`src/rtl/fir_pkg.sv`:
```
// shared types and constants for the direct-form fir filter
// no dependencies; used by fir_mac and fir_filter_direct_form
`default_nettype none

package fir_pkg;

    localparam int MAX_TAPS     = 64;
    localparam int SAMPLE_BITS  = 16;
    localparam int COEF_BITS    = 16;
    localparam int TAP_IDX_BITS = (MAX_TAPS > 1) ? $clog2(MAX_TAPS) : 1;
    localparam int CNT_BITS     = $clog2(MAX_TAPS + 1);
    localparam int ACC_BITS     = SAMPLE_BITS + COEF_BITS + TAP_IDX_BITS;
    localparam int TAP_CFG_BITS = 7;
    localparam int TAP_FLD_BITS = 6;

    localparam logic signed [SAMPLE_BITS-1:0] SAMPLE_MAX =
        {1'b0, {(SAMPLE_BITS-1){1'b1}}};
    localparam logic signed [SAMPLE_BITS-1:0] SAMPLE_MIN =
        {1'b1, {(SAMPLE_BITS-1){1'b0}}};

    typedef enum logic {
        OP_LOAD   = 1'b0,
        OP_FILTER = 1'b1
    } t_opcode;

    typedef enum logic [1:0] {
        ST_IDLE,
        ST_RUN,
        ST_DRAIN,
        ST_FINISH
    } t_state;

    typedef struct packed {
        logic clear;
        logic valid;
    } t_mac_ctrl;

endpackage

`default_nettype wire

```
`src/rtl/fir_ram.sv`:
```
// generic single write port, single read port ram with registered read
// no dependencies
`default_nettype none

module fir_ram #(
    parameter int WIDTH = 16,
    parameter int DEPTH = 64
) (
    input  wire logic                                        i_clk,
    input  wire logic                                        i_wr_en,
    input  wire logic [((DEPTH > 1) ? $clog2(DEPTH) : 1)-1:0] i_wr_addr,
    input  wire logic [WIDTH-1:0]                            i_wr_data,
    input  wire logic [((DEPTH > 1) ? $clog2(DEPTH) : 1)-1:0] i_rd_addr,
    output logic      [WIDTH-1:0]                            o_rd_data
);

    logic [WIDTH-1:0] r_mem [DEPTH];
    logic [WIDTH-1:0] r_rd_data;

    always_ff @(posedge i_clk) begin
        if (i_wr_en) begin
            r_mem[i_wr_addr] <= i_wr_data;
        end
        r_rd_data <= r_mem[i_rd_addr];
    end

    assign o_rd_data = r_rd_data;

endmodule

`default_nettype wire

```
`src/rtl/fir_mac.sv`:
```
// shared multiply-accumulate unit with rounding and saturation of the sum
// depends on fir_pkg
`default_nettype none

module fir_mac (
    input  wire logic                                     i_clk,
    input  wire logic                                     i_rst_n,
    input  wire fir_pkg::t_mac_ctrl                       i_ctrl,
    input  wire logic      [fir_pkg::COEF_BITS-1:0]       i_coef,
    input  wire logic      [fir_pkg::SAMPLE_BITS-1:0]     i_sample,
    output logic                                          o_busy,
    output logic signed    [fir_pkg::SAMPLE_BITS-1:0]     o_result,
    output logic                                          o_sat
);

    localparam int PROD_BITS = fir_pkg::SAMPLE_BITS + fir_pkg::COEF_BITS;
    localparam int RND_BITS  = fir_pkg::ACC_BITS + 1;
    localparam logic signed [RND_BITS-1:0] ROUND_HALF =
        RND_BITS'(1) << (fir_pkg::COEF_BITS - 2);
    localparam logic signed [RND_BITS-1:0] MAX_EXT = RND_BITS'(fir_pkg::SAMPLE_MAX);
    localparam logic signed [RND_BITS-1:0] MIN_EXT = RND_BITS'(fir_pkg::SAMPLE_MIN);

    logic signed [PROD_BITS-1:0]         r_prod;
    logic                                r_prod_vld;
    logic signed [fir_pkg::ACC_BITS-1:0] r_acc;
    logic signed [RND_BITS-1:0]          rnd_sum;
    logic signed [RND_BITS-1:0]          rnd_shift;

    always_ff @(posedge i_clk) begin
        if (!i_rst_n) begin
            r_prod_vld <= 1'b0;
            r_acc      <= '0;
        end else if (i_ctrl.clear) begin
            r_prod_vld <= 1'b0;
            r_acc      <= '0;
        end else begin
            r_prod_vld <= i_ctrl.valid;
            if (r_prod_vld) begin
                r_acc <= r_acc + fir_pkg::ACC_BITS'(r_prod);
            end
        end
    end

    always_ff @(posedge i_clk) begin
        r_prod <= $signed(i_coef) * $signed(i_sample);
    end

    // round half up, then clip to sample range
    always_comb begin
        rnd_sum   = RND_BITS'(r_acc) + ROUND_HALF;
        rnd_shift = rnd_sum >>> (fir_pkg::COEF_BITS - 1);
        if (rnd_shift > MAX_EXT) begin
            o_result = fir_pkg::SAMPLE_MAX;
            o_sat    = 1'b1;
        end else if (rnd_shift < MIN_EXT) begin
            o_result = fir_pkg::SAMPLE_MIN;
            o_sat    = 1'b1;
        end else begin
            o_result = rnd_shift[fir_pkg::SAMPLE_BITS-1:0];
            o_sat    = 1'b0;
        end
    end

    assign o_busy = r_prod_vld;

endmodule

`default_nettype wire

```
`src/rtl/fir_filter_direct_form.sv`:
```
// direct-form fir filter top level: sequencer, coefficient and history rams
// depends on fir_pkg, fir_ram, fir_mac
//
// channel  direction  handshake                 payload
// in       input      i_in_valid / o_in_ready   opcode, tap_index, coefficient, sample,
//                                               start_of_block
// out      output     o_out_valid / i_out_ready filtered, saturated
// cfg      input      i_cfg_valid / o_cfg_ready tap_count
//
// a load beat leaves the sequencer idle; a filter beat runs states run, drain, finish, where
// taps is min(tap_count, 64, samples since start of block); one tap per cycle through the mac
// reset is synchronous; history needs no clear, only slots of the current block are read
// a finished result waits in the output register; the next result stalls until it is taken
`default_nettype none

module fir_filter_direct_form (
    input  wire logic                                   i_clk,
    input  wire logic                                   i_rst_n,
    input  wire logic                                   i_in_valid,
    output logic                                        o_in_ready,
    input  wire logic                                   i_opcode,
    input  wire logic        [fir_pkg::TAP_FLD_BITS-1:0] i_tap_index,
    input  wire logic signed [fir_pkg::COEF_BITS-1:0]   i_coefficient,
    input  wire logic signed [fir_pkg::SAMPLE_BITS-1:0] i_sample,
    input  wire logic                                   i_start_of_block,
    output logic                                        o_out_valid,
    input  wire logic                                   i_out_ready,
    output logic signed      [fir_pkg::SAMPLE_BITS-1:0] o_filtered,
    output logic                                        o_saturated,
    input  wire logic                                   i_cfg_valid,
    output logic                                        o_cfg_ready,
    input  wire logic        [fir_pkg::TAP_CFG_BITS-1:0] i_cfg_tap_count
);

    localparam int IB = fir_pkg::TAP_IDX_BITS;
    localparam int CB = fir_pkg::CNT_BITS;

    fir_pkg::t_state r_state;
    fir_pkg::t_state n_state;

    logic [fir_pkg::TAP_CFG_BITS-1:0]     r_tap_count;
    logic [IB-1:0]                        r_head;
    logic [IB-1:0]                        n_head;
    logic [IB-1:0]                        r_rd_ptr;
    logic [CB-1:0]                        r_sib;
    logic [CB-1:0]                        n_sib;
    logic [CB-1:0]                        r_taps;
    logic [CB-1:0]                        n_taps;
    logic [CB-1:0]                        cfg_taps;
    logic [CB-1:0]                        r_k;
    logic                                 r_rd_vld;
    logic                                 r_out_vld;
    logic signed [fir_pkg::SAMPLE_BITS-1:0] r_filtered;
    logic                                 r_saturated;

    logic in_beat;
    logic load_beat;
    logic filter_beat;
    logic coef_wr_en;
    logic issue;
    logic fin_load;

    logic [fir_pkg::COEF_BITS-1:0]   coef_rd;
    logic [fir_pkg::SAMPLE_BITS-1:0] hist_rd;

    fir_pkg::t_mac_ctrl mac_ctrl;
    logic mac_busy;
    logic signed [fir_pkg::SAMPLE_BITS-1:0] mac_result;
    logic mac_sat;

    assign in_beat     = i_in_valid && o_in_ready;
    assign load_beat   = in_beat && (fir_pkg::t_opcode'(i_opcode) == fir_pkg::OP_LOAD);
    assign filter_beat = in_beat && (fir_pkg::t_opcode'(i_opcode) == fir_pkg::OP_FILTER);
    assign coef_wr_en  = load_beat && (int'(i_tap_index) < fir_pkg::MAX_TAPS);

    // slot bookkeeping for a new sample
    always_comb begin
        if (int'(r_head) == fir_pkg::MAX_TAPS - 1) begin
            n_head = '0;
        end else begin
            n_head = r_head + IB'(1);
        end
        if (i_start_of_block) begin
            n_sib = CB'(1);
        end else if (int'(r_sib) < fir_pkg::MAX_TAPS) begin
            n_sib = r_sib + CB'(1);
        end else begin
            n_sib = r_sib;
        end
        if (int'(r_tap_count) > fir_pkg::MAX_TAPS) begin
            cfg_taps = CB'(fir_pkg::MAX_TAPS);
        end else begin
            cfg_taps = CB'(r_tap_count);
        end
        n_taps = (cfg_taps < n_sib) ? cfg_taps : n_sib;
    end

    always_comb begin
        n_state = r_state;
        case (r_state)
            fir_pkg::ST_IDLE: begin
                if (filter_beat) begin
                    n_state = fir_pkg::ST_RUN;
                end
            end
            fir_pkg::ST_RUN: begin
                if (r_k == r_taps) begin
                    n_state = fir_pkg::ST_DRAIN;
                end
            end
            fir_pkg::ST_DRAIN: begin
                if (!r_rd_vld && !mac_busy) begin
                    n_state = fir_pkg::ST_FINISH;
                end
            end
            fir_pkg::ST_FINISH: begin
                if (!r_out_vld || i_out_ready) begin
                    n_state = fir_pkg::ST_IDLE;
                end
            end
            default: n_state = fir_pkg::ST_IDLE;
        endcase
    end

    always_comb begin
        o_in_ready = (r_state == fir_pkg::ST_IDLE);
        issue      = (r_state == fir_pkg::ST_RUN) && (r_k != r_taps);
        fin_load   = (r_state == fir_pkg::ST_FINISH) && (!r_out_vld || i_out_ready);
    end

    always_ff @(posedge i_clk) begin
        if (!i_rst_n) begin
            r_state     <= fir_pkg::ST_IDLE;
            r_tap_count <= fir_pkg::TAP_CFG_BITS'(1);
            r_head      <= '0;
            r_sib       <= '0;
            r_taps      <= '0;
            r_k         <= '0;
            r_rd_vld    <= 1'b0;
            r_out_vld   <= 1'b0;
        end else begin
            r_state  <= n_state;
            r_rd_vld <= issue;
            if (i_cfg_valid && o_cfg_ready) begin
                r_tap_count <= i_cfg_tap_count;
            end
            if (filter_beat) begin
                r_head <= n_head;
                r_sib  <= n_sib;
                r_taps <= n_taps;
                r_k    <= '0;
            end else if (issue) begin
                r_k <= r_k + CB'(1);
            end
            if (fin_load) begin
                r_out_vld <= 1'b1;
            end else if (i_out_ready) begin
                r_out_vld <= 1'b0;
            end
        end
    end

    // read pointer walks back from the newest sample
    always_ff @(posedge i_clk) begin
        if (filter_beat) begin
            r_rd_ptr <= n_head;
        end else if (issue) begin
            if (r_rd_ptr == '0) begin
                r_rd_ptr <= IB'(fir_pkg::MAX_TAPS - 1);
            end else begin
                r_rd_ptr <= r_rd_ptr - IB'(1);
            end
        end
        if (fin_load) begin
            r_filtered  <= mac_result;
            r_saturated <= mac_sat;
        end
    end

    fir_ram #(
        .WIDTH (fir_pkg::COEF_BITS),
        .DEPTH (fir_pkg::MAX_TAPS)
    ) u_coef_ram (
        .i_clk     (i_clk),
        .i_wr_en   (coef_wr_en),
        .i_wr_addr (IB'(i_tap_index)),
        .i_wr_data (fir_pkg::COEF_BITS'(i_coefficient)),
        .i_rd_addr (r_k[IB-1:0]),
        .o_rd_data (coef_rd)
    );

    fir_ram #(
        .WIDTH (fir_pkg::SAMPLE_BITS),
        .DEPTH (fir_pkg::MAX_TAPS)
    ) u_hist_ram (
        .i_clk     (i_clk),
        .i_wr_en   (filter_beat),
        .i_wr_addr (n_head),
        .i_wr_data (fir_pkg::SAMPLE_BITS'(i_sample)),
        .i_rd_addr (r_rd_ptr),
        .o_rd_data (hist_rd)
    );

    assign mac_ctrl = '{clear: filter_beat, valid: r_rd_vld};

    fir_mac u_mac (
        .i_clk    (i_clk),
        .i_rst_n  (i_rst_n),
        .i_ctrl   (mac_ctrl),
        .i_coef   (coef_rd),
        .i_sample (hist_rd),
        .o_busy   (mac_busy),
        .o_result (mac_result),
        .o_sat    (mac_sat)
    );

    assign o_out_valid = r_out_vld;
    assign o_filtered  = r_filtered;
    assign o_saturated = r_saturated;
    assign o_cfg_ready = 1'b1;

    a_taps_within_block: assert property (@(posedge i_clk) disable iff (!i_rst_n)
        r_taps <= r_sib)
        else $error("tap count exceeds samples in block");

    a_k_bounded: assert property (@(posedge i_clk) disable iff (!i_rst_n)
        (r_state == fir_pkg::ST_RUN) |-> (r_k <= r_taps))
        else $error("tap counter overran");

    a_finish_drained: assert property (@(posedge i_clk) disable iff (!i_rst_n)
        (r_state == fir_pkg::ST_FINISH) |-> (!r_rd_vld && !mac_busy))
        else $error("result taken before mac drained");

    a_sat_clips: assert property (@(posedge i_clk) disable iff (!i_rst_n)
        (o_out_valid && o_saturated) |->
            (o_filtered == fir_pkg::SAMPLE_MAX || o_filtered == fir_pkg::SAMPLE_MIN))
        else $error("saturated flag without clipped value");

endmodule

`default_nettype wire
```
`config.mk`:
```
export PLATFORM = sky130hd
export DESIGN_NAME = fir_filter_direct_form
export DESIGN_NICKNAME = d
export VERILOG_FILES = /design/src/rtl/fir_pkg.sv /design/src/rtl/fir_ram.sv /design/src/rtl/fir_mac.sv /design/src/rtl/fir_filter_direct_form.sv
export SDC_FILE = /design/constraint.sdc
export NUM_CORES = 2
export LEC_CHECK = 0
export BUFFER_PORTS_ARGS = -buffer_cell sky130_fd_sc_hd__buf_2
export CAP_MARGIN = 25
export CORE_ASPECT_RATIO = 0.75
export CORE_MARGIN = 8
export CORE_UTILIZATION = 57
export DETAILED_ROUTE_END_ITERATION = 10
export PLACE_DENSITY = 0.76
export SETUP_SLACK_MARGIN = 0.5
export SLEW_MARGIN = 15
export SYNTH_ARGS = -nofsm -noshare
export SYNTH_HDL_FRONTEND = slang
export SYNTH_HIERARCHICAL = 1
export SYNTH_SLANG_ARGS = --single-unit
```
`constraint.sdc`:
```
create_clock -name i_clk -period 6.4 [get_ports i_clk]
set_clock_uncertainty 0.05 [all_clocks]
set_input_delay 0.96 -clock i_clk [delete_from_list [all_inputs] [get_ports i_clk]]
set_output_delay 0.96 -clock i_clk [all_outputs]
set_load 0.01 [all_outputs]
```
==> results.toml <==
[grt]
grt_pass1_vias = 52100
grt_use_total_pct = 24.18
grt-ovfl-total = 0
grt_antenna_before_repair = 12
grt_max_degree = 79
grt_pass1_wl_mm = 336.2

[timing]
final-hold-violation-count = 0
hold_slack_ns = 0.3929
worst_slew_pin_slew_ns = 1.110
maxSlewHeadroom_pct = 25.92
period_share_pct = 89.35
fin_crit_ns = 5.719
final.setup.tns_ns = 0
rsz0062_at_grt = "yes"
clock.fmax_mhz = 174.9
slew_violations = 0
finalSetupViolCount = 0

[detailed_routing]
dr.pass1.iters = 7
wire_per_inst_um = 27.48
drtAntennaViolNets = 0
via_per_inst = 6.305
drc_errors = 0
wirelength_mm = 228.4
vias = 52410
dr.first_iter.drc_count = 6977

[clock_tree]
clk-insertion-delay-late_ns = 0.84
clock_path_buffers = 3
cts.clk_slew.worst_paths_ns = 0.07
cts_sinks = 2212
root_buffer = "clkbuf_16"
cts_max_level = 4
cts_hold_buf = 0
cts_tree = "yes"
numCtsBuffers = 198

[logic_synthesis]
synth_ff_type = "edfxtp_1"
avgSynthCellArea_um2 = 17.39
postSynthNetCount = 6055
ys_ff_latch = 2212
synthesis.area_mm2 = 0.09744
yosysWarnings = 6
async_flop_share_pct = 0
yosysSeqAreaShare_pct = 66.72
synth_cell_type_count = 96
synth_top_area_share_pct = 63.82
synth_edf_count = 2071
synth.area.top_cells = "edfxtp_1, mux4_2, fa_1, dfxtp_1, mux2i_1"
yosys.area.top_type = "edfxtp_1"
netlist_instances = 5605

[placed_design]
dp_hpwl_mm = 140.8
portBuffers = 70
gp_congestion = 0.8964
placed_cell_area_mm2 = 0.1008

[critical_path]
path_class = "flop to flop"
critPathMaxFanout = 12
crit_path_start_kind = "flop"
endpoint_kind = "flop"
worstPathArrival_ns = 6.35
required_ns = 7.03

[flow_run]
maxCapViolCount = 0

[final_layout]
final_area_mm2 = 0.1081
layout_commonest_cell = "edfxtp_1"
drive_above_1_share_pct = 21.78
area_growth_pct = 10.98
nFillCells = 11470
finalNetCount = 6324
mostFrequentLayoutCells = "edfxtp_1, mux4_2, inv_1, nand2_1, fa_1"

[floorplanning]
fp.dieH_um = 374.1
die_w_um = 493.4
rows = 131
core_mm2 = 0.1700
pin_count = 72
start_util_pct = 57.33
die_area_mm2 = 0.1846

[outcome]
outcome = "completed"

[worst_hold_path]
hp-class = "primary input to flop"
## synth_stat cells, types with 14 or more instances
library cell  instances
edfxtp_1           2071
mux4_2              440
inv_1               361
nand2_1             326
fa_1                263
nor2_1              235
mux2i_1             197
dfxtp_1             141
ha_1                135
and2_1              126
a21oi_1             114
clkbuf_1             96
nand3_1              83
a22oi_1              79
buf_2                76
nor2b_1              73
xnor2_1              58
o21ai_0              56
mux2_2               54
nand4_1              40
buf_6                36
xor2_1               35
a221oi_1             33
a21o_1               29
buf_4                29
nor3_1               28
a211oi_1             24
a31oi_1              24
o21ai_1              20
a211o_1              19
nand2b_1             19
a311oi_1             17
or3_1                16
and3_1               14
and4_1               14
## cell families (layout without fill, tap and decap cells)
group | after synthesis | in the layout | synth area share [%]
compound gates | 529 | 529 | 3.842
xor+xnor | 93 | 93 | 0.8359
fa+ha+maj | 398 | 398 | 7.137
buf+inv | 633 | 1075 | 3.177
flops | 2212 | 2212 | 66.72
mux | 699 | 699 | 13.03
other cells | 1 | 5 | 0.003848
simple gates | 1040 | 1040 | 5.255
## layer usage
metal  track usage [%]  part of all wire (%)  up-vias  wire length (um)
met4             6.775                   2.6        2              5909
met1             35.54                    41    27040             92560
li1                  -                     -    22100                 -
met5                 0                0.0079        -                18
met2             36.49                    46     2909            104300
met3             6.006                    11      362             25610
## through the flow
step / worst slack (ns) / util, % / instances
3_5_place_dp: 0.1720 / 59.27 / 7877
4_1_cts: 0.5036 / 63.19 / 8254
3_3_place_gp: 0.2625 / 59.22 / 7872
5_1_grt: 0.4136 / 63.62 / 8311
6_report: 0.6815 / 63.63 / 8312
2_1_floorplan: 0.5220 / - / 5605
## repair_timing
action / 4_1_cts / 5_1_grt
setup endpoints to repair: 9 / 10
pin swaps: 7 / 69
endpoints found under the hold margin: 0 / 0
gates resized for setup: 55 / 97
setup buffers: 4 / 49
## critical path, stage by stage (launching register included)
cell and delay [ns]:
dfxtp_4 0.37, buf_8 0.15, and2_1 0.16, fa_1 0.42, inv_1 0.09, fa_2 0.46, fa_2 0.54, inv_1 0.04
ha_1 0.30, fa_1 0.53, inv_1 0.06, fa_1 0.54, inv_1 0.07, ha_4 0.29, o21ai_0 0.13, a22oi_2 0.24
nand4_1 0.15, o2111a_2 0.20, o41ai_4 0.31, nand4_1 0.16, nand3b_1 0.11, a21oi_1 0.08, xnor2_1 0.12
## path summary, 6_finish.rpt
check	slack [ns]	to	cells after the start	startpoint
setup / recovery	0.68	u_mac/r_prod[31]$_DFF_P_	22	u_coef_ram/o_rd_data[3]$_DFF_P_
hold / removal	0.39	r_tap_count[0]$_SDFFE_PN1P_	2	i_rst_n
setup reg to reg	0.68	u_mac/r_prod[31]$_DFF_P_	22	u_coef_ram/o_rd_data[3]$_DFF_P_
hold reg to reg	0.41	u_mac/o_busy$_SDFF_PP0_	1	r_rd_vld$_SDFF_PN0_
## final cells by class
cell class	count	area, um^2	share of cell area, %
well taps	2261	2829	2.616
clock buffers	234	5174	4.784
diodes	4	10.01	0.009256
repair buffers	340	2626	2.428
multi-input cells	2760	29760	27.52
flip-flops and latches	2212	65120	60.21
inverters	362	1359	1.256
clock inverters	139	1270	1.174
## flip-flops by register name, indices dropped and copies added, names as in the netlist
name and count:
u_coef_ram/r_mem 1024, u_hist_ram/r_mem 1024, u_mac/r_acc 38, u_mac/r_prod 32, o_filtered 16, u_coef_ram/o_rd_data 16
u_hist_ram/o_rd_data 16, r_k 7, r_sib 7, r_tap_count 7, r_taps 7, r_head 6
r_rd_ptr 6, r_state 2, o_out_valid 1, o_saturated 1, r_rd_vld 1, u_mac/o_busy 1
Power is left out: the tool's default activity adds up to more than one toggle a clock period on the data nets, which glitch-free logic cannot reach.
